===== config.mk =====
export PLATFORM = sky130hd
export DESIGN_NAME = touch_sample_conditioner_unit
export DESIGN_NICKNAME = d
export VERILOG_FILES = /design/src/rtl/core/tsc_pkg.sv /design/src/rtl/core/touch_sample_conditioner_unit.sv
export SDC_FILE = /design/constraint.sdc
export NUM_CORES = 2
export LEC_CHECK = 0
export BUFFER_PORTS_ARGS = -buffer_cell sky130_fd_sc_hd__buf_2
export CAP_MARGIN = 0
export CORE_MARGIN = 2
export CORE_UTILIZATION = 60
export DETAILED_ROUTE_END_ITERATION = 10
export PLACE_DENSITY = 0.78
export SLEW_MARGIN = 15
export SYNTH_ARGS = -nofsm -noshare
export SYNTH_HDL_FRONTEND = slang
export SYNTH_SLANG_ARGS = --single-unit

===== constraint.sdc =====
create_clock -name clk -period 18.25 [get_ports clk]
set_clock_uncertainty 0.15 [all_clocks]
set_input_delay 0.9125 -clock clk [delete_from_list [all_inputs] [get_ports clk]]
set_output_delay 0.9125 -clock clk [all_outputs]
set_load 0.02 [all_outputs]

===== src/rtl/core/tsc_pkg.sv =====
// Shared constants and register indexes of the touch sample conditioner.
package tsc_pkg;

	localparam int SAMPLE_W = 12;
	localparam int PRESS_W  = 16;
	localparam int CFG_IDX_W = 3;
	localparam int CFG_DATA_W = 16;
	localparam int ORIENT_W = 3;

	// Width of the divider's numerator shift register and its step counter.
	localparam int NUM_W  = 2 * SAMPLE_W;
	localparam int STEP_W = 5;

	// Averaged z1 must exceed this for the pressure to be computed.
	localparam logic [SAMPLE_W-1:0] Z1_FLOOR = 12'd10;

	// Configuration register indexes.
	localparam logic [CFG_IDX_W-1:0] REG_X_MIN        = 3'd0;
	localparam logic [CFG_IDX_W-1:0] REG_X_MAX        = 3'd1;
	localparam logic [CFG_IDX_W-1:0] REG_Y_MIN        = 3'd2;
	localparam logic [CFG_IDX_W-1:0] REG_Y_MAX        = 3'd3;
	localparam logic [CFG_IDX_W-1:0] REG_PRESSURE_MIN = 3'd4;
	localparam logic [CFG_IDX_W-1:0] REG_PRESSURE_MAX = 3'd5;
	localparam logic [CFG_IDX_W-1:0] REG_ORIENTATION  = 3'd6;

	// Reset values of the configuration registers.
	localparam logic [SAMPLE_W-1:0] X_MIN_RST        = 12'd200;
	localparam logic [SAMPLE_W-1:0] X_MAX_RST        = 12'd3900;
	localparam logic [SAMPLE_W-1:0] Y_MIN_RST        = 12'd200;
	localparam logic [SAMPLE_W-1:0] Y_MAX_RST        = 12'd3900;
	localparam logic [PRESS_W-1:0]  PRESSURE_MIN_RST = 16'd30;
	localparam logic [PRESS_W-1:0]  PRESSURE_MAX_RST = 16'd255;
	localparam logic [ORIENT_W-1:0] ORIENTATION_RST  = 3'd0;

	// Orientation bits.
	localparam int ORIENT_SWAP  = 0;
	localparam int ORIENT_INV_X = 1;
	localparam int ORIENT_INV_Y = 2;

endpackage


===== src/rtl/core/touch_sample_conditioner_unit.sv =====
// Top level of the touch sample conditioner: averaging, pressure, calibration and reporting.
// Sequence: a round that does not complete a set is taken with no result; a completing
// round runs four averaging multiplies, the product, NUM_W divider steps, finish and emit,
// skipping the divider steps when z1 is too low or x is zero, and emit when not reported.
// Throughput: one request at a time, plus output stalls; a pen-up with a release goes through emit.
// Reset (arst_n low, asynchronous): state and registers return to defaults, no result pending.
module touch_sample_conditioner_unit #(
	parameter int SAMPLES = 3
) (
	input  logic                               clk,
	input  logic                               arst_n,
	// Configuration write channel.
	input  logic                               cfg_valid,
	output logic                               cfg_ready,
	input  logic [tsc_pkg::CFG_IDX_W-1:0]      cfg_index,
	input  logic [tsc_pkg::CFG_DATA_W-1:0]     cfg_data,
	// Input request channel.
	input  logic                               in_valid,
	output logic                               in_stall,
	input  logic                               pen_down,
	input  logic [tsc_pkg::SAMPLE_W-1:0]       sample_x,
	input  logic [tsc_pkg::SAMPLE_W-1:0]       sample_y,
	input  logic [tsc_pkg::SAMPLE_W-1:0]       sample_z1,
	input  logic [tsc_pkg::SAMPLE_W-1:0]       sample_z2,
	// Result channel.
	output logic                               out_valid,
	input  logic                               out_stall,
	output logic [tsc_pkg::SAMPLE_W-1:0]       pos_x,
	output logic [tsc_pkg::SAMPLE_W-1:0]       pos_y,
	output logic [tsc_pkg::PRESS_W-1:0]        pressure,
	output logic                               touching
);
	import tsc_pkg::*;

	// A sum holds SAMPLES rounds of full-scale samples.
	localparam int SUM_W = SAMPLE_W + $clog2(SAMPLES);
	// The round counter only needs to count up to SAMPLES-1.
	localparam int CNT_W = (SAMPLES > 1) ? $clog2(SAMPLES) : 1;
	localparam logic [CNT_W-1:0] CNT_LAST = CNT_W'(SAMPLES - 1);
	localparam logic [STEP_W-1:0] PROD_STEPS_LAST = STEP_W'(NUM_W - 1);
	// Averages use a rounded-up reciprocal of SAMPLES, exact for every sum below 2**SUM_W.
	localparam int RECIP_SHIFT = SUM_W + $clog2(SAMPLES);
	localparam int RECIP_W     = SUM_W + 2;
	localparam int AVG_PROD_W  = SUM_W + RECIP_W;
	localparam logic [RECIP_W-1:0] RECIP_M =
		RECIP_W'(((1 << RECIP_SHIFT) + SAMPLES - 1) / SAMPLES);

	typedef enum logic [2:0] {
		ST_IDLE,     // waiting for a request
		ST_AVG,      // one sum divided by SAMPLES per cycle
		ST_MUL,      // x times |z2 - z1| into the divider, or zero pressure
		ST_PDIV,     // product divided by z1, one bit per cycle
		ST_FINISH,   // clip, orient, clamp and decide whether to report
		ST_EMIT      // hand the pending result to the output register
	} state_t;

	state_t state_q;

	// Configuration registers.
	logic [SAMPLE_W-1:0] x_min_q, x_max_q, y_min_q, y_max_q;
	logic [PRESS_W-1:0]  pressure_min_q, pressure_max_q;
	logic [ORIENT_W-1:0] orientation_q;

	// Accumulation state.
	logic [SUM_W-1:0] sum_x_q, sum_y_q, sum_z1_q, sum_z2_q;
	logic [CNT_W-1:0] round_q;
	logic             touch_reported_q;

	// Divider: the numerator shifts out at the top while quotient bits enter at the bottom.
	logic [NUM_W-1:0]    num_q;
	logic [SAMPLE_W-1:0] rem_q;
	logic [SAMPLE_W-1:0] div_q;
	logic [STEP_W-1:0]   step_q;
	logic [1:0]          sel_q;

	// Averages in the order x, y, z1, z2; negative pressure flag and raw pressure.
	logic [SAMPLE_W-1:0] avg_q [4];
	logic                neg_q;
	logic [PRESS_W-1:0]  press_raw_q;

	// Pending result waiting for the output register.
	logic [SAMPLE_W-1:0] res_x_q, res_y_q;
	logic [PRESS_W-1:0]  res_p_q;
	logic                res_t_q;

	// Output register.
	logic                out_valid_q;
	logic [SAMPLE_W-1:0] pos_x_q, pos_y_q;
	logic [PRESS_W-1:0]  pressure_q;
	logic                touching_q;

	logic in_take;
	logic out_free;

	assign cfg_ready = 1'b1;
	assign in_stall  = (state_q != ST_IDLE);
	assign in_take   = in_valid && !in_stall;
	// The output register can be loaded when it is empty or being emptied in this cycle.
	assign out_free  = !out_valid_q || !out_stall;

	assign out_valid = out_valid_q;
	assign pos_x     = pos_x_q;
	assign pos_y     = pos_y_q;
	assign pressure  = pressure_q;
	assign touching  = touching_q;

	// One restoring division step.
	logic [SAMPLE_W:0]   rem_shift;
	logic                quo_bit;
	logic [SAMPLE_W-1:0] rem_nxt;
	logic [NUM_W-1:0]    num_nxt;

	always_comb begin
		rem_shift = {rem_q, num_q[NUM_W-1]};
		quo_bit   = (rem_shift >= {1'b0, div_q});
		rem_nxt   = quo_bit ? SAMPLE_W'(rem_shift - {1'b0, div_q}) : rem_shift[SAMPLE_W-1:0];
		num_nxt   = {num_q[NUM_W-2:0], quo_bit};
	end

	// Sum selected for the next average.
	logic [SUM_W-1:0] sum_sel;

	always_comb begin
		case (sel_q)
			2'd0:    sum_sel = sum_x_q;
			2'd1:    sum_sel = sum_y_q;
			2'd2:    sum_sel = sum_z1_q;
			default: sum_sel = sum_z2_q;
		endcase
	end

	// Average of the selected sum by reciprocal multiplication; it always fits twelve bits.
	logic [AVG_PROD_W-1:0] avg_prod;
	logic [SAMPLE_W-1:0]   avg_quot;

	always_comb begin
		avg_prod = AVG_PROD_W'(sum_sel) * AVG_PROD_W'(RECIP_M);
		avg_quot = avg_prod[RECIP_SHIFT +: SAMPLE_W];
	end

	// Signed difference z2 - z1 as sign and magnitude.
	logic [SAMPLE_W:0]   diff_z;
	logic [SAMPLE_W-1:0] diff_mag;
	logic                press_ok;

	always_comb begin
		diff_z   = {1'b0, avg_q[3]} - {1'b0, avg_q[2]};
		diff_mag = diff_z[SAMPLE_W] ? SAMPLE_W'(-diff_z) : diff_z[SAMPLE_W-1:0];
		press_ok = (avg_q[2] > Z1_FLOOR) && (avg_q[0] != '0);
	end

	// Finishing arithmetic: clip the pressure, then swap, clamp and invert the coordinates.
	logic [PRESS_W-1:0]  press_clip;
	logic [SAMPLE_W-1:0] cx_sw, cy_sw, cx_cl, cy_cl, cx_fin, cy_fin;
	logic                report;

	always_comb begin
		press_clip = (press_raw_q > pressure_max_q) ? pressure_max_q : press_raw_q;

		cx_sw = orientation_q[ORIENT_SWAP] ? avg_q[1] : avg_q[0];
		cy_sw = orientation_q[ORIENT_SWAP] ? avg_q[0] : avg_q[1];

		// With crossed bounds the lower test wins.
		if (cx_sw < x_min_q) begin
			cx_cl = x_min_q;
		end else if (cx_sw > x_max_q) begin
			cx_cl = x_max_q;
		end else begin
			cx_cl = cx_sw;
		end
		if (cy_sw < y_min_q) begin
			cy_cl = y_min_q;
		end else if (cy_sw > y_max_q) begin
			cy_cl = y_max_q;
		end else begin
			cy_cl = cy_sw;
		end

		// Inversion wraps in twelve bits.
		cx_fin = orientation_q[ORIENT_INV_X] ? (x_max_q - (cx_cl - x_min_q)) : cx_cl;
		cy_fin = orientation_q[ORIENT_INV_Y] ? (y_max_q - (cy_cl - y_min_q)) : cy_cl;

		report = (press_clip >= pressure_min_q);
	end

	always_ff @(posedge clk or negedge arst_n) begin
		if (!arst_n) begin
			state_q          <= ST_IDLE;
			x_min_q          <= X_MIN_RST;
			x_max_q          <= X_MAX_RST;
			y_min_q          <= Y_MIN_RST;
			y_max_q          <= Y_MAX_RST;
			pressure_min_q   <= PRESSURE_MIN_RST;
			pressure_max_q   <= PRESSURE_MAX_RST;
			orientation_q    <= ORIENTATION_RST;
			sum_x_q          <= '0;
			sum_y_q          <= '0;
			sum_z1_q         <= '0;
			sum_z2_q         <= '0;
			round_q          <= '0;
			touch_reported_q <= 1'b0;
			num_q            <= '0;
			rem_q            <= '0;
			div_q            <= '0;
			step_q           <= '0;
			sel_q            <= '0;
			avg_q            <= '{default: '0};
			neg_q            <= 1'b0;
			press_raw_q      <= '0;
			res_x_q          <= '0;
			res_y_q          <= '0;
			res_p_q          <= '0;
			res_t_q          <= 1'b0;
			out_valid_q      <= 1'b0;
			pos_x_q          <= '0;
			pos_y_q          <= '0;
			pressure_q       <= '0;
			touching_q       <= 1'b0;
		end else begin
			// The result is taken downstream and nothing new replaces it in this cycle.
			if (out_valid_q && !out_stall && (state_q != ST_EMIT)) begin
				out_valid_q <= 1'b0;
			end

			if (cfg_valid && cfg_ready) begin
				case (cfg_index)
					REG_X_MIN:        x_min_q        <= cfg_data[SAMPLE_W-1:0];
					REG_X_MAX:        x_max_q        <= cfg_data[SAMPLE_W-1:0];
					REG_Y_MIN:        y_min_q        <= cfg_data[SAMPLE_W-1:0];
					REG_Y_MAX:        y_max_q        <= cfg_data[SAMPLE_W-1:0];
					REG_PRESSURE_MIN: pressure_min_q <= cfg_data[PRESS_W-1:0];
					REG_PRESSURE_MAX: pressure_max_q <= cfg_data[PRESS_W-1:0];
					REG_ORIENTATION:  orientation_q  <= cfg_data[ORIENT_W-1:0];
					default: ;
				endcase
			end

			case (state_q)
				ST_IDLE: begin
					if (in_take) begin
						if (!pen_down) begin
							// Pen lifted: drop the partial set and release a reported touch.
							sum_x_q  <= '0;
							sum_y_q  <= '0;
							sum_z1_q <= '0;
							sum_z2_q <= '0;
							round_q  <= '0;
							if (touch_reported_q) begin
								touch_reported_q <= 1'b0;
								res_x_q          <= '0;
								res_y_q          <= '0;
								res_p_q          <= '0;
								res_t_q          <= 1'b0;
								state_q          <= ST_EMIT;
							end
						end else begin
							sum_x_q  <= sum_x_q + SUM_W'(sample_x);
							sum_y_q  <= sum_y_q + SUM_W'(sample_y);
							sum_z1_q <= sum_z1_q + SUM_W'(sample_z1);
							sum_z2_q <= sum_z2_q + SUM_W'(sample_z2);
							if (round_q == CNT_LAST) begin
								round_q <= '0;
								sel_q   <= '0;
								state_q <= ST_AVG;
							end else begin
								round_q <= round_q + 1'b1;
							end
						end
					end
				end

				ST_AVG: begin
					avg_q[sel_q] <= avg_quot;
					if (sel_q == 2'd3) begin
						sum_x_q  <= '0;
						sum_y_q  <= '0;
						sum_z1_q <= '0;
						sum_z2_q <= '0;
						state_q  <= ST_MUL;
					end else begin
						sel_q <= sel_q + 1'b1;
					end
				end

				ST_MUL: begin
					if (press_ok) begin
						num_q   <= NUM_W'(avg_q[0]) * NUM_W'(diff_mag);
						rem_q   <= '0;
						div_q   <= avg_q[2];
						step_q  <= '0;
						neg_q   <= diff_z[SAMPLE_W];
						state_q <= ST_PDIV;
					end else begin
						press_raw_q <= '0;
						state_q     <= ST_FINISH;
					end
				end

				ST_PDIV: begin
					num_q  <= num_nxt;
					rem_q  <= rem_nxt;
					step_q <= step_q + 1'b1;
					if (step_q == PROD_STEPS_LAST) begin
						// Quotient truncates toward zero, then wraps to sixteen bits.
						press_raw_q <= neg_q ? PRESS_W'(-num_nxt) : num_nxt[PRESS_W-1:0];
						state_q     <= ST_FINISH;
					end
				end

				ST_FINISH: begin
					if (report) begin
						touch_reported_q <= 1'b1;
						res_x_q          <= cx_fin;
						res_y_q          <= cy_fin;
						res_p_q          <= press_clip;
						res_t_q          <= 1'b1;
						state_q          <= ST_EMIT;
					end else begin
						state_q <= ST_IDLE;
					end
				end

				ST_EMIT: begin
					if (out_free) begin
						out_valid_q <= 1'b1;
						pos_x_q     <= res_x_q;
						pos_y_q     <= res_y_q;
						pressure_q  <= res_p_q;
						touching_q  <= res_t_q;
						state_q     <= ST_IDLE;
					end
				end

				default: state_q <= ST_IDLE;
			endcase
		end
	end

endmodule

==> impl_metrics.py <==
metrics = {
    "routing": {
        "drt-total-wl_mm": 73.71,
        "dr.pass1.iters": 7,
        "num_vias": 23190,
        "antenna_violating_nets_left": 0,
        "vias_per_cell": 6.035,
        "route.detailed.wl_per_inst_microns": 19.18,
        "drt_drc_violations_left": 0,
        "initialDrtViolationCount": 1981,
    },
    "worst_setup_path": {
        "worst_r2r_startpoint": "avg_q[12]",
        "startpoint": "avg_q[12]",
        "timing.critical_path.slowest_stage_cell": "sky130_fd_sc_hd__xnor2_1",
        "worst-endpoint-arrival_ns": 9.14,
        "crit_path_frequent_cell": "sky130_fd_sc_hd__fa_1",
        "critical_path_required_ns": 18.57,
        "worst_setup_path_class": "flop to flop",
        "worst_setup_path_start_kind": "flop",
        "critical_path_peak_fanout": 12,
        "cp_slowest_stage_delay_ns": 0.72,
        "crit_path_end_kind": "flop",
    },
    "global_route": {
        "gr-usage-met1_pct": 37.63,
        "gr-usage-met3_pct": 3.828,
        "first_global_vias": 24250,
        "grt.met2_usage_pct": 53.03,
        "antenna_found_initial": 2,
        "grt_max_degree": 170,
        "grt_pass1_wl_mm": 122.5,
        "busiest_layer": "met2",
        "groute.usage.overall_pct": 30.27,
        "gr-total-overflow": 0,
    },
    "timing": {
        "worst-slew-pin-transition_ns": 1.342,
        "clock.fmax_ghz": 0.1134,
        "slew_headroom_pct": 9.619,
        "grt_setup_unrepaired": "false",
        "min_period_over_period_pct": 48.31,
        "final_max_slew_viol_count": 0,
        "fin_crit_ns": 8.816,
        "setup_viol_count_final": 0,
        "setup_tns_ns": 0,
        "report.final.hold_viol_count": 0,
    },
    "final_layout": {
        "layout-drive-gt1-share_pct": 11.87,
        "syn2layout_area_growth_pct": 8.492,
        "final_cell_area_sq_um": 31650,
        "fin_nets": 3785,
        "layout_common_cells": "386 x sky130_fd_sc_hd__inv_1, 386 x sky130_fd_sc_hd__nand2_1, 332 x sky130_fd_sc_hd__ha_1",
    },
    "placed_design": {
        "routabilityCongestion": 0.9307,
        "port_buffers": 115,
        "placed_area_sq_um": 30290,
        "detailedPlacementHpwl_mm": 55.66,
    },
    "logic_synthesis": {
        "synthTopCellsByArea": "sky130_fd_sc_hd__dfrtp_1 27%, sky130_fd_sc_hd__ha_1 14%, sky130_fd_sc_hd__fa_1 13%",
        "syn-cell-area_sq_um": 29170,
        "postSynthNetCount": 3726,
        "postSynthAreaPerCell_sq_um": 9.299,
        "synthesis.instances": 3137,
        "yosysTopAreaCell": "sky130_fd_sc_hd__dfrtp_1",
        "yosys_most_used_dff": "sky130_fd_sc_hd__dfrtp_1",
        "synth_cell_type_count": 73,
        "ys_seq_area_share_pct": 30.00,
        "netlist.area_leader.share_pct": 26.94,
        "yosys_register_bits": 348,
        "yosysWarnings": 0,
        "synth_edf_count": 0,
        "proportion_of_register_bits_with_asynchronous_set_or_reset_after_synthesis_pct": 100.0,
    },
    "cts": {
        "clock-root-buffer": "sky130_fd_sc_hd__clkbuf_16",
        "cts_num_sinks": 348,
        "tritoncts": "done",
        "cts.repair.resized": 0,
        "cts.repair_timing.setup_buffer_count": 0,
        "clock_latency_ns": 0.57,
        "max-clock-path-buffers": 3,
        "inserted_clock_buffers": 39,
        "cts-hold-fix-buffers": 0,
        "cts.clk_slew.worst_paths_ns": 0.06,
        "clock_tree.htree_level_count": 2,
    },
    "floorplanning": {
        "die_area_sq_um": 50400,
        "placementRows": 80,
        "initial_core_utilization_pct": 60.97,
        "core-area_sq_um": 47850,
        "die_w_microns": 224.5,
        "die_height_microns": 224.5,
        "ios": 117,
    },
    "flow_run": {
        "cap_viol_max_count": 0,
    },
    "outcome": {
        "status": "completed",
    },
    "min_path": {
        "hp-class": "input pin to async pin",
    },
}
per-stage QoR:
stage	hold WS (ns)	worst slack, ns	instances	util (%)
final	0.2535	9.434	3843	66.15
after CTS	0.2849	9.506	3840	66.07
after global routing	0.3117	8.770	3843	66.15
after detailed placement	0.3166	9.529	3769	63.31
after global placement	0.3085	9.788	3769	63.31
after floorplan	0.2931	10.52	3137	-
worst max-delay path, delay by kind of cell, from the launching register on:
family | cells | cell delay [ns]
and+or+nand+nor | 8 | 1.77
DFF | 1 | 0.42
muxes | 1 | 0.36
adders and majority gates | 8 | 3.53
AOI/OAI and AO/OA | 8 | 1.54
buffers and inverters | 4 | 0.23
xor gates and xnor gates | 1 | 0.72
cells by family (layout without fill, tap and decap cells):
logic type	Yosys count	after routing	synth area share [%]
multiplexers	150	150	5.674
buffers and inverters	507	596	6.584
AO/OA/AOI/OAI	709	709	14.95
XOR/XNOR	117	117	3.560
AND/OR/NAND/NOR	789	789	12.36
adder cells (fa/ha/maj)	516	516	26.87
flip-flops	348	348	30.00
other	1	3	0.01285
layer usage:
layer	vias to the layer above	share of wire, %
li1	10780	-
met1	11510	41
met2	714	50
met3	196	4.9
met4	0	4.5
met5	-	0
registers in the layout, summed over array words and instances, names as in the netlist, 14 cells and up:
name,cells
sum_z2_q,14
pressure_max_q,16
avg_q,48
press_raw_q,16
sum_z1_q,14
sum_x_q,14
sum_y_q,14
res_p_q,16
pressure_min_q,16
pressure,16
num_q,24
cell usage after synthesis, types with 17 or more instances:
cell type	instances
sky130_fd_sc_hd__a21o_1	40
sky130_fd_sc_hd__a21oi_1	138
sky130_fd_sc_hd__a22o_1	20
sky130_fd_sc_hd__a22oi_1	24
sky130_fd_sc_hd__and2_1	39
sky130_fd_sc_hd__clkbuf_1	100
sky130_fd_sc_hd__dfrtp_1	314
sky130_fd_sc_hd__dfstp_2	34
sky130_fd_sc_hd__fa_1	184
sky130_fd_sc_hd__ha_1	332
sky130_fd_sc_hd__inv_1	386
sky130_fd_sc_hd__mux2_2	123
sky130_fd_sc_hd__mux2i_1	27
sky130_fd_sc_hd__nand2_1	386
sky130_fd_sc_hd__nand2b_1	34
sky130_fd_sc_hd__nand3_1	38
sky130_fd_sc_hd__nor2_1	127
sky130_fd_sc_hd__nor2b_1	55
sky130_fd_sc_hd__nor3_1	34
sky130_fd_sc_hd__o21a_1	21
sky130_fd_sc_hd__o21ai_0	280
sky130_fd_sc_hd__o21ai_1	22
sky130_fd_sc_hd__o21bai_1	17
sky130_fd_sc_hd__o31ai_1	20
sky130_fd_sc_hd__xnor2_1	62
sky130_fd_sc_hd__xor2_1	54
final cells by class:
| cell class | count | area, sq um |
|---|---|---|
| clock buffer | 60 | 1175 |
| sequential | 348 | 8751 |
| antenna | 2 | 5.005 |
| timing repair buffer | 139 | 782.0 |
| multi-input combinational | 2282 | 18570 |
| clock inverter | 11 | 146.4 |
| fill | 3790 | 16200 |
| tap | 615 | 769.5 |
| inverter | 386 | 1449 |
final timing paths:
check	slack, ns	cells after the start	endpoint
max	9.43	30	num_q[22]
min	0.25	1	res_y_q[5]
max reg2reg	9.43	30	num_q[22]
min reg2reg	0.33	2	res_x_q[7]
max in group asynchronous	16.17	2	num_q[20]
min in group clk	0.33	2	res_x_q[7]
Power is not shown: default switching activity piles up to over one toggle a cycle in this logic, so the estimate is an artifact.
